### config.mk
export PLATFORM = sky130hd
export DESIGN_NAME = aatrm_quat
export DESIGN_NICKNAME = d
export VERILOG_FILES = /design/src/rtl/aatrm_pkg.sv /design/src/rtl/aatrm_quat.sv
export SDC_FILE = /design/constraint.sdc
export NUM_CORES = 2
export LEC_CHECK = 0
export BUFFER_PORTS_ARGS = -buffer_cell sky130_fd_sc_hd__buf_2
export CORE_AREA = 2 2 394 396
export CTS_BUF_LIST = sky130_fd_sc_hd__clkbuf_16
export DETAILED_ROUTE_END_ITERATION = 16
export DIE_AREA = 0 0 396 398
export SETUP_SLACK_MARGIN = 0.4
export SLEW_MARGIN = 10
export SYNTH_ARGS = -nofsm -noshare
export SYNTH_HDL_FRONTEND = slang
export SYNTH_SLANG_ARGS = --single-unit
export TNS_END_PERCENT = 100
### constraint.sdc
create_clock -name i_clk -period 6.7 [get_ports i_clk]
set_input_delay 0.335 -clock i_clk [delete_from_list [all_inputs] [get_ports i_clk]]
set_output_delay 0.335 -clock i_clk [all_outputs]
set_load 0.1 [all_outputs]
### src/rtl/aatrm_pkg.sv
// Shared types and constants for the axis-angle to rotation matrix pipeline.
`default_nettype none
package aatrm_pkg;

    // CORDIC depth, limited to the size of the arctangent table
    localparam int CORDIC_STAGES = 14;
    localparam int ATAN_LEN      = 24;
    localparam int N_STAGES      = (CORDIC_STAGES < ATAN_LEN) ? CORDIC_STAGES : ATAN_LEN;
    localparam int SHIFT_W       = $clog2(ATAN_LEN);

    localparam int FW = 16;   // field width
    localparam int XW = 33;   // CORDIC x/y, Q30 plus headroom
    localparam int ZW = 34;   // angle accumulator, 2^32 per turn plus headroom
    localparam int QW = 28;   // quaternion terms, Q24 plus headroom

    localparam logic signed [XW-1:0] GAIN_Q30 = XW'(652032874);

    localparam logic signed [ZW-1:0] ATAN_TBL [ATAN_LEN] = '{
        ZW'(536870912), ZW'(316933406), ZW'(167458907), ZW'(85004756),
        ZW'(42667331),  ZW'(21354465),  ZW'(10679838),  ZW'(5340245),
        ZW'(2670163),   ZW'(1335087),   ZW'(667544),    ZW'(333772),
        ZW'(166886),    ZW'(83443),     ZW'(41722),     ZW'(20861),
        ZW'(10430),     ZW'(5215),      ZW'(2608),      ZW'(1304),
        ZW'(652),       ZW'(326),       ZW'(163),       ZW'(81)
    };

    typedef struct packed {
        logic signed [XW-1:0] x;
        logic signed [XW-1:0] y;
        logic signed [ZW-1:0] z;
        logic signed [FW-1:0] ax;
        logic signed [FW-1:0] ay;
        logic signed [FW-1:0] az;
    } t_cordic;

    typedef struct packed {
        logic signed [QW-1:0] w;
        logic signed [QW-1:0] x;
        logic signed [QW-1:0] y;
        logic signed [QW-1:0] z;
    } t_quat;

    // entry 0 (m00) in the low bits, row by row
    typedef logic [8:0][FW-1:0] t_mat;

endpackage
`default_nettype wire

### src/rtl/aatrm_quat.sv
// Quaternion forming: w from the cosine, x/y/z from sine times axis, two stages.
`default_nettype none
module aatrm_quat (
    input  wire logic               i_clk,
    input  wire logic               i_rst_n,
    input  wire logic               i_valid,
    output logic                    o_ready,
    input  wire aatrm_pkg::t_cordic i_data,
    output logic                    o_valid,
    input  wire logic               i_ready,
    output aatrm_pkg::t_quat        o_data
);
    import aatrm_pkg::*;

    localparam int PW = XW + FW;

    logic r_vld_a;
    logic r_vld_b;
    logic adv_a;
    logic adv_b;

    logic signed [QW-1:0] r_w_a;
    logic signed [PW-1:0] r_px;
    logic signed [PW-1:0] r_py;
    logic signed [PW-1:0] r_pz;
    t_quat                r_q;

    logic signed [XW-1:0] w_round;
    logic signed [PW-1:0] n_px;
    logic signed [PW-1:0] n_py;
    logic signed [PW-1:0] n_pz;
    t_quat                n_q;

    localparam logic signed [XW-1:0] W_HALF = XW'(32);
    localparam logic signed [PW-1:0] P_HALF = PW'(1) <<< 19;

    assign adv_b   = !r_vld_b || i_ready;
    assign adv_a   = !r_vld_a || adv_b;
    assign o_ready = adv_a;
    assign o_valid = r_vld_b;
    assign o_data  = r_q;

    always_comb begin
        w_round = (i_data.x + W_HALF) >>> 6;
        n_px    = PW'(i_data.y) * PW'(i_data.ax);
        n_py    = PW'(i_data.y) * PW'(i_data.ay);
        n_pz    = PW'(i_data.y) * PW'(i_data.az);
        n_q.w   = r_w_a;
        n_q.x   = QW'((r_px + P_HALF) >>> 20);
        n_q.y   = QW'((r_py + P_HALF) >>> 20);
        n_q.z   = QW'((r_pz + P_HALF) >>> 20);
    end

    always_ff @(posedge i_clk) begin
        if (!i_rst_n) begin
            r_vld_a <= 1'b0;
            r_vld_b <= 1'b0;
        end else begin
            if (adv_a) begin
                r_vld_a <= i_valid;
            end
            if (adv_b) begin
                r_vld_b <= r_vld_a;
            end
        end
    end

    always_ff @(posedge i_clk) begin
        if (adv_a && i_valid) begin
            r_w_a <= QW'(w_round);
            r_px  <= n_px;
            r_py  <= n_py;
            r_pz  <= n_pz;
        end
        if (adv_b && r_vld_a) begin
            r_q <= n_q;
        end
    end

endmodule
`default_nettype wire

==> Word level (Yosys, flattened, before mapping) <==
Index checks and enable logic that the tools add are counted.
{ "totals": {"regBits": 284, "in_bits": 152, "out_inout_bits": 114, "word_cells": 23} }
{ "classes": {"addsub": 4, "multipliers": 3, "n_reduce_logical": 6} }
{ "ops": {"columns": ["cell", "count"], "rows": [
  ["$add A48 B21 Y48 const B", 3],
  ["$mul A33 B16 Y48", 3],
  ["$add A33 B7 Y33 const B", 1],
  ["$logic_and A1 B1 Y1", 2],
  ["$logic_not A1 Y1", 2],
  ["$logic_or A1 B1 Y1", 2]
]} }

==> Logic depth before layout (Yosys ltp) <==
{ "logic_depth": {"ltp_word": 4, "depth_mapped": 25, "depth_no_buf": 24} }

==> Least setup slack after synthesis <==
No wires, ideal clock.
{ "synth_timing": {"path_kind": "input port to flip-flop", "start": "input i_data[89] (netlist name)", "end": "register r_pz[45] (data pin)", "setup_time_ns": 0.258, "t_arrival_ns": 6.282, "slack_ns": 0.160, "path_stages": 25, "cell_sequence": "clkbuf_1 clkbuf_1 nand2_1 fa_1 inv_1 fa_1 inv_1 fa_1 inv_1 fa_1 fa_1 inv_1 fa_1 inv_1 ha_1 a211oi_1 o211ai_1 a41oi_1 o2bb2ai_1 o2111ai_1 a21oi_1 o31ai_2 o21bai_1 a211oi_1 nor2_1"} }
{ "synth_between": {"elab_chain_len": 1} }
{ "synth_lines": {"columns": ["element", "line_no", "rtl"], "rows": [
  ["from (decl)", "aatrm_quat.sv:8", "input wire aatrm_pkg::t_cordic i_data,"],
  ["$mul A33 B16 Y48", "aatrm_quat.sv:47", "n_pz = PW'(i_data.y) * PW'(i_data.az);"],
  ["net n_pz[45]", "aatrm_quat.sv:31", "logic signed [PW-1:0] n_pz;"],
  ["to (signal assigned)", "aatrm_quat.sv:73", "r_pz <= n_pz;"],
  ["to (decl)", "aatrm_quat.sv:25", "logic signed [PW-1:0] r_pz;"]
]} }
The timed path passes the listed nets, and every way through them passes these cells.
A chain may end at the register's enable or synchronous reset.

==> Worst setup path after layout <==
{ "layout_timing": {"start": "input i_data[98] (netlist name)", "end": "register r_px[45] (data pin)"} }
{ "layout_between": {"elab_chain_len": 1} }
{ "layout_lines": {"columns": ["element", "line_no", "rtl"], "rows": [
  ["$mul A33 B16 Y48", "aatrm_quat.sv:45", "n_px = PW'(i_data.y) * PW'(i_data.ax);"],
  ["net n_px[45]", "aatrm_quat.sv:29", "logic signed [PW-1:0] n_px;"],
  ["to (signal assigned)", "aatrm_quat.sv:71", "r_px <= n_px;"],
  ["to (decl)", "aatrm_quat.sv:23", "logic signed [PW-1:0] r_px;"]
]} }
The timed path passes the listed nets, and every way through them passes these cells.

==> impl_metrics.ini <==
[status]
outcome = completed

[yosys]
avgSynthCellArea_um2 = 9.48
syn-num-nets = 8398
yosys_register_bits = 227
async_reset_ff_share_pct = 0
synth_area_um2 = 60900
synth_flop_cell = edfxtp_1
synth_top_area_share_pct = 48.6
synth_seq_area_share_pct = 11.2
synthTopCellsByArea = fa_1, edfxtp_1, inv_1
ys_warn_count = 0
synth_edf_count = 225
synthDistinctLibCells = 67
synth_cells = 6430
yosys.area.top_type = fa_1

[floorplanning]
start_util_pct = 39.7
dieArea_um2 = 158000
core.rowCount = 144
placeableCoreArea_um2 = 153000
die_h_um = 398
fp.dieW_um = 396
ios = 266

[placed_design]
place_ws_ns = -0.464
port_buffers = 226
dp_hpwl_um = 128000
gp_routability_congestion = 0.857

[timing]
fin_crit_ns = 6.10
setup_violations = 0
max_freq_mhz = 164
fin_ws_ns = 0.603
rsz0062_at_grt = yes
timing.final.max_slew_violations = 0
worst_slew_pin_slew_ns = 1.04
finalClockSkew_ns = 0.0430
relSlewSlack_pct = 30.9
hold_viol = 0
period_share_pct = 91.0

[route]
firstDrtPassIters = 6
vias = 42900
post_drt_wl_per_cell_um = 16.9
final_antenna_net_count = 0
drt_wl_total_um = 151000
remaining_drc_errors = 0
vias_per_cell = 4.80
drt-initial-drc-count = 2392

[cts]
h-tree-depth = 1
clk_pin_slew_ns = 0.06
cts_tree = done
clk_latency_ns = 0.64
cts.sinks = 227
clk_path_buf_depth = 3
root_buffer = clkbuf_16
numCtsBuffers = 27

[global_route]
grt_max_degree = 68
antenna_found_initial = 15
grt_usage_pct = 20.0
grt_pass1_vias = 47100
grt_pass1_wl_um = 249000
overflow = 0

[critical_path]
critPathMaxFanout = 16
worst_ep_arrival_time_ns = 6.52
crit_path_start_kind = input port
crit_type = input port to flop
crit_required_ns = 7.13
end_kind = flop

[layout]
areaGrowthSynthToFinish_pct = 13.7
layout-drive-gt1-share_pct = 11.5
final_nets = 8839
fill_cells = 14800

[worst_hold_path]
min_path_type = input port to flop

[job]
max-cap-violations = 0
per-layer routing:
layer / track usage [%] / share of wire, % / vias up / routed length (um)
met5: 0 / 0.068 / - / 103
met3: 2.38 / 4.9 / 200 / 7320
li1: - / - / 19400 / -
met2: 34.8 / 50 / 904 / 75600
met1: 26.5 / 42 / 22400 / 63500
met4: 5.30 / 2.9 / 16 / 4410
registers in the layout, summed over array words and instances, names as in the netlist:
signal and cells:
o_data 111, r_px 29, r_py 29, r_pz 29
r_w_a 27, o_valid 1, r_vld_a 1
critical path, stage by stage:
cell and delay (ns):
buf_2 0.11, buf_12 0.15, buf_4 0.22, and2_1 0.17
fa_1 0.53, inv_1 0.05, fa_1 0.45, fa_1 0.51
inv_1 0.06, fa_1 0.51, fa_1 0.50, inv_1 0.05
fa_1 0.48, inv_1 0.04, ha_1 0.30, a21o_1 0.21
a21oi_2 0.17, o22ai_1 0.13, o21ba_2 0.26, o31ai_4 0.29
a41oi_2 0.21, a21oi_2 0.23, nor2b_1 0.09, or2_0 0.20
o311ai_1 0.21
final cells by class:
class | count | area, um^2 | share of cell area (%)
multi-input combinational | 4193 | 46800 | 67.5
sequential | 227 | 6800 | 9.81
inverter | 1702 | 6390 | 9.22
timing repair buffer | 720 | 5810 | 8.38
tap | 2044 | 2560 | 3.69
clock buffer | 27 | 676 | 0.975
clock inverter | 23 | 238 | 0.343
antenna | 7 | 17.5 | 0.0253
metrics by stage:
| stage | hold WS, ns | utilization [%] | TNS [ns] | std cells | instance area (um^2) |
|---|---|---|---|---|---|
| 2_1_floorplan | 0.400 | - | 0 | 6430 | 61000 |
| 5_1_grt | 0.0165 | 45.2 | 0 | 8940 | 69300 |
| 4_1_cts | 0.00149 | 44.9 | 0 | 8932 | 68900 |
| 3_3_place_gp | 0.401 | 44.2 | -6.01 | 8865 | 67800 |
| 6_report | 0.0329 | 45.2 | 0 | 8943 | 69300 |
| 3_5_place_dp | 0.405 | 44.2 | -8.56 | 8865 | 67800 |
worst paths after layout:
check                   start         end  slack [ns]  depth (start not counted)
hold / removal    i_data[134]   r_w_a[13]        0.03                          2
hold reg to reg      r_w_a[9]  o_data[93]        0.42                          0
setup / recovery   i_data[98]    r_px[45]        0.60                         25
setup reg to reg     r_pz[21]  o_data[24]        3.62                          9
logic make-up (layout without fill, tap and decap cells):
| group | count (synthesis) | after routing | synth area share, % |
|---|---|---|---|
| AOI/OAI and AO/OA | 246 | 246 | 2.72 |
| buffers and inverters | 2010 | 2472 | 12.4 |
| adders and majority gates | 1816 | 1816 | 55.5 |
| and+or+nand+nor | 1910 | 1910 | 15.1 |
| xor gates and xnor gates | 221 | 221 | 3.18 |
| other | 0 | 7 | 0 |
| DFF | 227 | 227 | 11.2 |
cells in the mapped netlist, types with 7 or more instances:
library cell	number
a31oi_1	7
xnor2_1	154
nor3_1	15
nand4_1	37
a21oi_1	78
nand2_1	938
nand3_1	65
o21bai_1	16
inv_1	1698
clkbuf_1	305
and2_1	621
nor2_1	140
a21o_1	31
edfxtp_1	225
xor2_1	67
and4_1	13
o21ai_0	39
ha_1	337
a211oi_1	9
o21a_1	12
fa_1	1479
nor2b_1	15
nand2b_1	25
and3_1	28
cells in the final DEF (no fill, tap or decap), types with 8 or more instances in the layout:
master and n:
a21o_1 31, a21oi_1 70, a21oi_2 12, and2_1 620, and3_1 28, and4_1 13, buf_12 61, buf_2 204
buf_4 403, buf_6 13, clkbuf_16 28, clkbuf_4 18, clkinv_1 9, dlygate4sd3_1 16, edfxtp_1 225, fa_1 1476
ha_1 336, inv_1 1701, nand2_1 938, nand2b_1 25, nand3_1 65, nand4_1 37, nor2_1 139, nor2b_1 14
nor3_1 12, o21a_1 12, o21ai_0 36, o21ai_1 8, o21bai_1 16, xnor2_1 154, xor2_1 67
what timing repair did:
item | 4_1_cts | 5_1_grt
buffers inserted | 1 | 3
gates resized for setup | 2 | 74
pin swaps | 1 | 13
gates cloned | 0 | 1
setup endpoints to repair | 15 | 36
hold buffers | 16 | 0
hold endpoints to repair | 16 | 0
Power is not shown: default switching activity piles up to over one toggle a cycle in this logic, so the estimate is an artifact.
